## config.mk

```make
export PLATFORM = sky130hd
export DESIGN_NAME = shape_pixel_rasterizer
export DESIGN_NICKNAME = d
export VERILOG_FILES = /design/src/design/spr_pkg.sv /design/src/design/shape_pixel_rasterizer.sv /design/src/design/spr_walk.sv
export VERILOG_INCLUDE_DIRS = /design/src /design/src/design
export SDC_FILE = /design/constraint.sdc
export NUM_CORES = 2
export LEC_CHECK = 0
export BUFFER_PORTS_ARGS = -buffer_cell sky130_fd_sc_hd__buf_2
export CELL_PAD_IN_SITES_DETAIL_PLACEMENT = 0
export CELL_PAD_IN_SITES_GLOBAL_PLACEMENT = 1
export CORE_ASPECT_RATIO = 1.75
export CORE_UTILIZATION = 53
export CTS_CLUSTER_DIAMETER = 30
export DETAILED_ROUTE_END_ITERATION = 7
export PLACE_DENSITY_LB_ADDON = 0.1
export SLEW_MARGIN = 0
export SYNTH_ARGS = -nofsm -noshare
export SYNTH_HDL_FRONTEND = slang
export SYNTH_SLANG_ARGS = --single-unit
export TNS_END_PERCENT = 5
```

## constraint.sdc

```tcl
create_clock -name clk -period 11.1 [get_ports clk]
set_clock_uncertainty 0.15 [all_clocks]
set_input_delay 2.22 -clock clk [delete_from_list [all_inputs] [get_ports clk]]
set_output_delay 2.22 -clock clk [all_outputs]
set_load 0.02 [all_outputs]
```

## src/design/assert_macros.svh

```systemverilog
// Assertion macros used by the RTL.
// Needs signals named clk and rst_n in the including scope.
`ifndef ASSERT_MACROS_SVH
`define ASSERT_MACROS_SVH

// Same-cycle implication, off during reset.
`define ASSERT_IMP(label, ante, cons) \
    label: assert property (@(posedge clk) disable iff (!rst_n) (ante) |-> (cons)) \
        else $error("assertion failed: same-cycle implication");

// Next-cycle implication, off during reset.
`define ASSERT_NEXT(label, ante, cons) \
    label: assert property (@(posedge clk) disable iff (!rst_n) (ante) |=> (cons)) \
        else $error("assertion failed: next-cycle implication");

`endif

```

## src/design/spr_pkg.sv

```systemverilog
// Shared types and constants of the shape pixel rasterizer.
// No dependencies.
package spr_pkg;

    localparam int DEF_MAX_FRAME_SIDE = 4096;
    localparam int DEF_COORD_BITS     = 16;

    localparam int FIELD_W = 16;   // coordinate fields of a command item
    localparam int CFG_W   = 13;   // widest configuration register
    localparam int INDEX_W = 24;   // linear pixel index
    localparam int COLOR_W = 32;
    localparam int MATH_W  = 32;   // coordinate arithmetic wraps at this width

    // item kinds
    localparam logic KIND_START = 1'b0;
    localparam logic KIND_STEP  = 1'b1;

    // shape codes
    localparam logic [1:0] SHAPE_OUTLINE = 2'd0;
    localparam logic [1:0] SHAPE_FILLED  = 2'd1;
    localparam logic [1:0] SHAPE_ROUNDED = 2'd2;
    localparam logic [1:0] SHAPE_ARROW   = 2'd3;

    // configuration register indexes
    localparam logic REG_FRAME_WIDTH  = 1'b0;
    localparam logic REG_FRAME_HEIGHT = 1'b1;

    typedef struct packed {
        logic               kind;
        logic [1:0]         shape;
        logic [FIELD_W-1:0] origin_x;
        logic [FIELD_W-1:0] origin_y;
        logic [FIELD_W-1:0] shape_width;
        logic [FIELD_W-1:0] shape_height;
        logic [FIELD_W-1:0] corner_radius;
        logic [COLOR_W-1:0] draw_color;
    } cmd_t;

    typedef struct packed {
        logic [INDEX_W-1:0] pixel_index;
        logic [COLOR_W-1:0] pixel_color;
        logic               write_enable;
        logic               final_pixel;
    } pix_t;

    // candidate handed from the walker to the index stage
    typedef struct packed {
        logic [INDEX_W-1:0] px;
        logic [INDEX_W-1:0] py;
        logic [COLOR_W-1:0] color;
        logic               write_enable;
        logic               final_pixel;
    } cand_t;

endpackage

```

## src/design/shape_pixel_rasterizer.sv

```systemverilog
// A result passes the stage 1 and output registers. Throughput: one item per
// cycle unless pix_ready stalls; the walker state advances in the accept cycle,
// the index multiply (row times frame width) sits in the second stage.
// Reset (rst_n, async, active low): no command loaded, frame size 0,
// pipeline empty. Every accepted item gives exactly one result item.
// Depends on spr_pkg, spr_walk and assert_macros.svh.
`include "assert_macros.svh"

module shape_pixel_rasterizer #(
    parameter int MAX_FRAME_SIDE = spr_pkg::DEF_MAX_FRAME_SIDE,
    parameter int COORD_BITS     = spr_pkg::DEF_COORD_BITS
) (
    input  logic                      clk,
    input  logic                      rst_n,
    // command items
    input  logic                      cmd_valid,
    output logic                      cmd_ready,
    input  spr_pkg::cmd_t             cmd,
    // pixel result items
    output logic                      pix_valid,
    input  logic                      pix_ready,
    output spr_pkg::pix_t             pix,
    // configuration writes
    input  logic                      cfg_wen,
    input  logic                      cfg_index,
    input  logic [spr_pkg::CFG_W-1:0] cfg_data
);

    // frame size register width follows the largest allowed side
    localparam int FW_W = $clog2(MAX_FRAME_SIDE + 1);
    localparam int IW   = spr_pkg::INDEX_W;

    // ---------------- configuration ----------------
    logic [FW_W-1:0] frame_width_reg;
    logic [FW_W-1:0] frame_height_reg;
    logic [FW_W-1:0] cfg_sat;

    // writes above the largest side clamp to it
    assign cfg_sat = (32'(cfg_data) > 32'(MAX_FRAME_SIDE)) ? FW_W'(MAX_FRAME_SIDE)
                                                          : FW_W'(cfg_data);

    always_ff @(posedge clk or negedge rst_n)
    begin
        if (!rst_n)
        begin
            frame_width_reg  <= '0;
            frame_height_reg <= '0;
        end
        else if (cfg_wen)
        begin
            unique case (cfg_index)
                spr_pkg::REG_FRAME_WIDTH:  frame_width_reg  <= cfg_sat;
                spr_pkg::REG_FRAME_HEIGHT: frame_height_reg <= cfg_sat;
            endcase
        end
    end

    // ---------------- pipeline control ----------------
    // stage 1 holds the clipped candidate, stage 2 is the output register.
    logic s1_valid_reg;
    logic out_valid_reg;
    logic out_free;
    logic s1_free;
    logic take;

    assign out_free  = !out_valid_reg || pix_ready;
    assign s1_free   = !s1_valid_reg || out_free;
    assign cmd_ready = s1_free;
    assign take      = cmd_valid && cmd_ready;
    assign pix_valid = out_valid_reg;

    always_ff @(posedge clk or negedge rst_n)
    begin
        if (!rst_n)
        begin
            s1_valid_reg  <= 1'b0;
            out_valid_reg <= 1'b0;
        end
        else
        begin
            if (s1_free)
                s1_valid_reg <= take;
            if (out_free)
                out_valid_reg <= s1_valid_reg;
        end
    end

    // ---------------- stage 1: shape walker ----------------
    spr_pkg::cand_t cand;
    spr_pkg::cand_t s1_cand_reg;
    logic           walk_busy;

    spr_walk #(
        .COORD_BITS (COORD_BITS),
        .FW_W       (FW_W)
    ) u_walk (
        .clk          (clk),
        .rst_n        (rst_n),
        .take         (take),
        .cmd          (cmd),
        .frame_width  (frame_width_reg),
        .frame_height (frame_height_reg),
        .cand         (cand),
        .busy         (walk_busy)
    );

    always_ff @(posedge clk)
    begin
        if (take)
            s1_cand_reg <= cand;
    end

    // ---------------- stage 2: linear index ----------------
    logic [IW+FW_W-1:0] row_base;
    spr_pkg::pix_t      pix_next;
    spr_pkg::pix_t      pix_reg;

    // only the low index bits of the row matter, the index wraps at 2^24
    assign row_base = {{FW_W{1'b0}}, s1_cand_reg.py} * {{IW{1'b0}}, frame_width_reg};

    always_comb
    begin
        pix_next.write_enable = s1_cand_reg.write_enable;
        pix_next.final_pixel  = s1_cand_reg.final_pixel;
        // a non-writing result carries zero index and color
        if (s1_cand_reg.write_enable)
        begin
            pix_next.pixel_index = row_base[IW-1:0] + s1_cand_reg.px;
            pix_next.pixel_color = s1_cand_reg.color;
        end
        else
        begin
            pix_next.pixel_index = '0;
            pix_next.pixel_color = '0;
        end
    end

    always_ff @(posedge clk)
    begin
        if (out_free && s1_valid_reg)
            pix_reg <= pix_next;
    end

    assign pix = pix_reg;

    // ---------------- assertions ----------------
    // a step with no command loaded ends at once and writes nothing
    `ASSERT_NEXT(a_idle_step_final,
        take && cmd.kind == spr_pkg::KIND_STEP && !walk_busy,
        s1_valid_reg && s1_cand_reg.final_pixel && !s1_cand_reg.write_enable)
    // a start item never writes a pixel
    `ASSERT_NEXT(a_start_no_write,
        take && cmd.kind == spr_pkg::KIND_START,
        s1_valid_reg && !s1_cand_reg.write_enable)
    // a non-writing result carries zero payload
    `ASSERT_IMP(a_nowrite_zero,
        pix_valid && !pix.write_enable,
        pix.pixel_index == '0 && pix.pixel_color == '0)

endmodule

```

## src/design/spr_walk.sv

```systemverilog
// Shape walker: command state, loop counters, candidate pixel and clipping.
// Depends on spr_pkg.
module spr_walk #(
    parameter int COORD_BITS = spr_pkg::DEF_COORD_BITS,
    parameter int FW_W       = 13
) (
    input  logic                 clk,
    input  logic                 rst_n,
    input  logic                 take,
    input  spr_pkg::cmd_t        cmd,
    input  logic [FW_W-1:0]      frame_width,
    input  logic [FW_W-1:0]      frame_height,
    output spr_pkg::cand_t       cand,
    output logic                 busy
);

    localparam int CW = COORD_BITS;
    localparam int MW = spr_pkg::MATH_W;

    logic          busy_reg,  busy_next;
    logic [1:0]    shape_reg, shape_next;
    logic [CW-1:0] bx_reg,    bx_next;
    logic [CW-1:0] by_reg,    by_next;
    logic [CW-1:0] ew_reg,    ew_next;
    logic [CW-1:0] eh_reg,    eh_next;
    logic [CW-1:0] rad_reg,   rad_next;
    logic [spr_pkg::COLOR_W-1:0] color_reg, color_next;
    logic [CW-1:0] outer_reg, outer_next;
    logic [CW-1:0] inner_reg, inner_next;
    logic          phase_reg, phase_next;
    logic          half_reg,  half_next;

    // 32-bit views of the state, as the arithmetic wraps there
    logic [MW-1:0] bx, by, w, h, r, row, col, ph;
    logic [MW-1:0] px, py;
    logic          in_box, side, cut, skip, do_step;

    assign bx  = MW'(bx_reg);
    assign by  = MW'(by_reg);
    assign w   = MW'(ew_reg);
    assign h   = MW'(eh_reg);
    assign r   = MW'(rad_reg);
    assign row = MW'(outer_reg);
    assign col = MW'(inner_reg);
    assign ph  = MW'(half_reg);

    // square-cut corner test of the rounded shape
    always_comb
    begin
        in_box = (row < r && col < r) || (row < r && col >= w - r) ||
                 (row >= h - r && col < r) || (row >= h - r && col >= w - r);
        side   = (col < r - 1) || (col >= w - r + 1);
        cut    = (row < r - 1 && side) || (row >= h - r + 1 && side);
    end

    always_comb
    begin
        busy_next  = busy_reg;
        shape_next = shape_reg;
        bx_next    = bx_reg;
        by_next    = by_reg;
        ew_next    = ew_reg;
        eh_next    = eh_reg;
        rad_next   = rad_reg;
        color_next = color_reg;
        outer_next = outer_reg;
        inner_next = inner_reg;
        phase_next = phase_reg;
        half_next  = half_reg;
        px         = '0;
        py         = '0;
        skip       = 1'b0;
        do_step    = 1'b0;

        if (take)
        begin
            if (cmd.kind == spr_pkg::KIND_START)
            begin
                shape_next = cmd.shape;
                bx_next    = CW'(cmd.origin_x);
                by_next    = CW'(cmd.origin_y);
                ew_next    = CW'(cmd.shape_width);
                eh_next    = CW'(cmd.shape_height);
                rad_next   = CW'(cmd.corner_radius);
                color_next = cmd.draw_color;
                outer_next = '0;
                inner_next = '0;
                phase_next = 1'b0;
                half_next  = 1'b0;
                busy_next  = 1'b1;
            end
            else if (busy_reg)
            begin
                do_step = 1'b1;
                case (shape_reg)
                    spr_pkg::SHAPE_OUTLINE:
                    begin
                        if (!phase_reg)
                        begin
                            px = bx + row;
                            py = half_reg ? by + h - 1 : by;
                        end
                        else
                        begin
                            py = by + row;
                            px = half_reg ? bx + w - 1 : bx;
                        end
                        half_next = ~half_reg;
                        if (half_reg)
                            outer_next = outer_reg + 1'b1;
                    end
                    spr_pkg::SHAPE_ARROW:
                    begin
                        py = by + row;
                        if (row < (w >> 1))
                            px = bx + row + ph;
                        else
                            px = bx + (w - 1 - row) + ph;
                        half_next = ~half_reg;
                        if (half_reg)
                            outer_next = outer_reg + 1'b1;
                    end
                    default:
                    begin
                        px = bx + col;
                        py = by + row;
                        skip = (shape_reg == spr_pkg::SHAPE_ROUNDED) && in_box && cut;
                        inner_next = inner_reg + 1'b1;
                    end
                endcase
            end
        end

        // move past exhausted loops
        if (take && busy_next)
        begin
            case (shape_next)
                spr_pkg::SHAPE_OUTLINE:
                begin
                    if (!phase_next && outer_next >= ew_next)
                    begin
                        phase_next = 1'b1;
                        outer_next = '0;
                        half_next  = 1'b0;
                    end
                    if (phase_next && outer_next >= eh_next)
                        busy_next = 1'b0;
                end
                spr_pkg::SHAPE_ARROW:
                begin
                    if (outer_next >= ew_next)
                        busy_next = 1'b0;
                end
                default:
                begin
                    if (ew_next == '0)
                        busy_next = 1'b0;
                    else
                    begin
                        if (inner_next >= ew_next)
                        begin
                            inner_next = '0;
                            outer_next = outer_next + 1'b1;
                        end
                        if (outer_next >= eh_next)
                            busy_next = 1'b0;
                    end
                end
            endcase
        end
    end

    always_comb
    begin
        cand.px           = px[spr_pkg::INDEX_W-1:0];
        cand.py           = py[spr_pkg::INDEX_W-1:0];
        cand.color        = color_reg;
        cand.write_enable = do_step && !skip &&
                            px < MW'(frame_width) && py < MW'(frame_height);
        cand.final_pixel  = !busy_next;
    end

    assign busy = busy_reg;

    always_ff @(posedge clk or negedge rst_n)
    begin
        if (!rst_n)
        begin
            busy_reg  <= 1'b0;
            shape_reg <= '0;
            bx_reg    <= '0;
            by_reg    <= '0;
            ew_reg    <= '0;
            eh_reg    <= '0;
            rad_reg   <= '0;
            color_reg <= '0;
            outer_reg <= '0;
            inner_reg <= '0;
            phase_reg <= 1'b0;
            half_reg  <= 1'b0;
        end
        else
        begin
            busy_reg  <= busy_next;
            shape_reg <= shape_next;
            bx_reg    <= bx_next;
            by_reg    <= by_next;
            ew_reg    <= ew_next;
            eh_reg    <= eh_next;
            rad_reg   <= rad_next;
            color_reg <= color_next;
            outer_reg <= outer_next;
            inner_reg <= inner_next;
            phase_reg <= phase_next;
            half_reg  <= half_next;
        end
    end

endmodule

```

; Word level (Yosys, flattened, before mapping)
; Index checks and enable logic that the tools add are counted.
; Widths: inputs -> output; s select.
[word_totals]
ff_bits = 317
input_bits = 134
output_inout_bits = 60
elab_cells = 177
[classes]
add_sub_neg = 21
multipliers = 1
n_lt_le_gt_ge = 16
eq_ne = 3
n_mux = 72
bitwise = 3
n_reduce_logical = 36
[op_table]
columns = cell, n
row1 = $mux 16, 26
row2 = $mux 32, 12
row3 = $ge 16x32->1, 4
row4 = $add 16x16->17, 5
row5 = $add 32x1->32, 2
row6 = $add 32x1->32 const B, 2
row7 = $ge 16x16->1, 4
row8 = $lt 16x32->1, 2
row9 = $lt 32x13->1, 2
row10 = $pmux 32 s2, 1
row11 = $sub 32x1->32 const B, 2
row12 = $add 16x1->16 const B, 3
row13 = $sub 16x1->17 const B, 2
row14 = $sub 16x16->17, 2
row15 = $add 16x32->32, 1
row16 = $lt 16x16->1, 2
row17 = $pmux 16 s2, 1
row18 = $sub 32x16->32, 1
row19 = $mux 1, 28
row20 = $add 24x24->24, 1
row21 = $mul 24x13->24, 1
row22 = $logic_and 1x1->1, 16
row23 = $logic_not 16->1, 1
row24 = $lt 16x15->1, 1
row25 = other kinds (11), 30

; Depth between registers and ports, before layout
[depth]
ltp_word = 17
depth_mapped = 34
depth_no_buf = 30

; Cells and area by module
; Synthesis repeated with hierarchy kept, for this count alone.
[unflattened]
cells_unflattened = 3998
hier_area_um2 = 35079.9
[modules_own_cells]
columns = module, n_inst, cells_per_inst, area_each_um2, seq_area_each_um2
row1 = spr_walk, 1, 2804, 21785.9, 3728.6
row2 = shape_pixel_rasterizer, 1, 1194, 13294.0, 4904.7

; Worst setup path before layout
; OpenSTA, ideal clock, no wires.
[synth_timing]
path_type = in2reg
start = input pix_ready
end = register s1_cand_reg, in the netlist pix_next[0], data pin
setup_time_ns = 0.260
arrival_time_ns = 8.788
t_required_ns = 10.690
slack_ns = 1.902
path_stages = 31
n_path_buf = 3
path_cell_list = nand3b_1 > nand2_1 > inv_1 > nand2_1 > clkbuf_1 > o21ai_1 > inv_1 > ha_1 > a21oi_1 > nor2b_1 > o21ai_0 > nand2b_1 > a211oi_1 > o21bai_1 > or2_2 > and2_1 > clkbuf_1 > clkbuf_1 > nor2_1 > ha_1 > a21o_1 > a21oi_1 > nor2b_1 > o21ai_0 > nand2b_1 > a21oi_1 > o21ai_0 > a21oi_1 > o211a_1 > o211ai_1 > a41o_1
[synth_rtl]
columns = element, line_no
row1 = start: declaration, shape_pixel_rasterizer.sv:21  ; input logic pix_ready,
row2 = end signal: assignment, shape_pixel_rasterizer.sv:110  ; s1_cand_reg <= cand;
row3 = end: declaration, shape_pixel_rasterizer.sv:90  ; spr_pkg::cand_t s1_cand_reg;

==> results.sh <==
export IMPL_outcome="finished, final reports clean"
export IMPL_grt_start_max_net_pins=98
export IMPL_cpMaxStageDelayCell="nand2_4"
export IMPL_post_synth_num_cell_types=95
export IMPL_die_w_um=195
export IMPL_first_global_vias=30200
export IMPL_critical_path_most_common_cell="a21oi_1"
export IMPL_synth_largest_type_area_fraction_pct=15.3
export IMPL_synthTopCellsByArea="ha_1 15%, dfrtp_1 13%, fa_1 12%"
export IMPL_num_nets_final=4832
export IMPL_report_final_hold_viol_count=0
export IMPL_design_core_area_mm2=0.0643
export IMPL_grt_first_pass_wirelength_um=177000
export IMPL_fin_tns_setup_ns=0
export IMPL_cts_tree="done"
export IMPL_wl_per_cell_um=23.9
export IMPL_syn_instance_count=3887
export IMPL_postRouteAntennaNets=0
export IMPL_vdd_ir_drop_max_uv=148
export IMPL_worst_ep_arrival_time_ns=8.31
export IMPL_final_setup_worst_slack_ns=3.06
export IMPL_gp_routability_congestion=1.02
export IMPL_synth_yosys_seq_area_share_pct=25.0
export IMPL_critPathRequiredTime_ns=11.37
export IMPL_cell_internal_pwr_uw=4540
export IMPL_routed_via_density=5.98
export IMPL_worstPathMaxFanout=42
export IMPL_num_rows=123
export IMPL_worstSkewPairLatency_ns=0.67
export IMPL_critical_path_max_stage_delay_ns=0.54
export IMPL_synthMostInstantiatedCell="nand2_1"
export IMPL_place_ws_ns=2.45
export IMPL_design_die_area_mm2=0.0663
export IMPL_yosysTopAreaCell="ha_1"
export IMPL_share_clk_of_total_power_pct=22.9
export IMPL_cts_sinks=317
export IMPL_gr_total_overflow=0
export IMPL_io_buffer_count=193
export IMPL_finalCriticalPeriod_ns=8.04
export IMPL_ios=194
export IMPL_cts_hold_buffers=0
export IMPL_detail_route_iter0_violations=1490
export IMPL_clock_path_buffers=3
export IMPL_clk_transition_reported_paths_ns=0.07
export IMPL_synth_enable_flop_cells=140
export IMPL_critPathKind="primary input to flop"
export IMPL_leakage_uw=0.0182
export IMPL_power_frac_seq_pct=20.9
export IMPL_grt_use_total_pct=35.9
export IMPL_area_after_dpl_mm2=0.0364
export IMPL_grt_setup_unrepaired="false"
export IMPL_fin_crit_sh_pct=72.4
export IMPL_p_comb_share_pct=56.3
export IMPL_numCtsBuffers=59
export IMPL_number_of_drc_violations_after_detailed_routing=0
export IMPL_ctsResizeCount=0
export IMPL_cap_violations=0
export IMPL_synth_common_cells="528 x nand2_1, 423 x ha_1, 372 x inv_1"
export IMPL_cp_start_kind="primary input"
export IMPL_setup_viol_count_final=0
export IMPL_fmax_mhz=124
export IMPL_cts_root_buffer="clkbuf_16"
export IMPL_power_share_switching_pct=45.1
export IMPL_finalWirelength_um=118000
export IMPL_routed_via_count=29400
export IMPL_report_final_slew_viol_count=0
export IMPL_die_height_um=340
export IMPL_synth_async_sr_flop_share_pct=55.8
export IMPL_synthesis_yosys_warnings=0
export IMPL_post_cts_buffers=0
export IMPL_synth_ff_type="dfrtp_1"
export IMPL_layout_drive_gt1_share_pct=9.92
export IMPL_worstHoldPathType="flop to flop"
export IMPL_detailed_place_hpwl_um=94700
export IMPL_drt_pre_antenna_iters=5
export IMPL_number_of_antenna_violations_at_the_first_check_in_global_routing=2
export IMPL_htree_levels=2
export IMPL_initial_utilization_pct=53.7
export IMPL_fin_area_mm2=0.0386
export IMPL_tightest_slew_ns=1.19
export IMPL_power_density_normalized_to_cell_area_mw_per_mm2=214
export IMPL_cell_area_after_technology_mapping_mm2=0.0346
export IMPL_synthesis_nets=4656
export IMPL_syn2layout_area_growth_pct=11.6
export IMPL_ff_latch_count_synth=317
export IMPL_final_hold_slack_ns=0.295
export IMPL_slew_headroom_pct=21.0
export IMPL_switching_power_uw=3730
export IMPL_largest_register_ffs=80
export IMPL_syn_area_per_cell_um2=8.89
export IMPL_worst_setup_path_end_kind="flop"
[worst max-delay path, delay by kind of cell]
family	cells	cell delay, ns
simple gates	10	2.36
fa+ha+maj	2	0.52
buf+inv	3	0.68
compound gates	14	2.50
[power by group through the flow]
stage | registers [uW] | logic, uW | clock network (uW)
2_1_floorplan | 1650 | 3420 | 0
3_3_place_gp | 1740 | 4580 | 0
3_5_place_dp | 1740 | 4640 | 0
4_1_cts | 1720 | 4670 | 1920
5_1_grt | 1730 | 5210 | 1960
6_report | 1730 | 4650 | 1890
[path summary, 6_finish.rpt]
kind / startpoint / end / slack, ns / cells after the start
setup / recovery: pix_ready / pix_next[0] / 3.06 / 29
setup reg to reg: u_walk.by_reg[0] / pix_next[1] / 3.30 / 24
min in group asynchronous: rst_n / frame_width_reg[6] / 1.55 / 1
hold / removal: u_walk.color_reg[10] / s1_cand_reg[12] / 0.29 / 0
hold reg to reg: u_walk.color_reg[10] / s1_cand_reg[12] / 0.29 / 0
max in group asynchronous: rst_n / u_walk.by_reg[4] / 7.48 / 3
[final cells by class]
type	instances	area [um2]
antenna	1	2.50
clock buffer	65	1530
clock inverter	46	593
fill	5895	25800
inverter	372	1400
multi-input combinational	3075	24100
sequential	317	8630
tap	812	1020
timing repair buffer	238	1310
[kinds of logic (layout without fill, tap and decap cells)]
| logic type | after synthesis | after routing | share of synthesized area, % |
|---|---|---|---|
| AO/OA/AOI/OAI | 750 | 750 | 14.3 |
| XOR/XNOR | 264 | 264 | 6.75 |
| adder cells (fa/ha/maj) | 635 | 635 | 27.6 |
| buffers and inverters | 495 | 721 | 5.39 |
| flip-flops | 317 | 317 | 25.0 |
| multiplexers | 53 | 53 | 1.56 |
| other | 0 | 1 | 0 |
| AND/OR/NAND/NOR | 1373 | 1373 | 19.4 |
[layout by cell type, fill, tap and decap left out, drive strengths merged, types with 66 or more instances in the layout]
cell type / n
nand2: 529
ha: 423
inv: 379
buf: 237
fa: 212
a21oi: 205
nor2: 202
o21ai: 190
xnor2: 188
dfrtp: 177
and2: 166
edfxtp: 140
nor3: 101
xor2: 76
nand3: 72
clkbuf: 66
[routing by layer]
layer / up-vias / part of all wire [%] / track usage, %
li1: 13900 / - / -
met1: 14200 / 33 / 34.7
met2: 920 / 52 / 67.1
met3: 406 / 4.8 / 5.62
met4: 2 / 9.3 / 28.7
met5: - / 0.014 / 0
[through the flow]
step	cells	total power, uW	util [%]
after floorplan	3887	5070	-
final	4926	8270	60.0
after detailed placement	4814	6380	56.6
after global routing	4925	8910	59.9
after global placement	4814	6320	56.6
after CTS	4925	8300	59.9
Power figures use the tool's default switching activity.
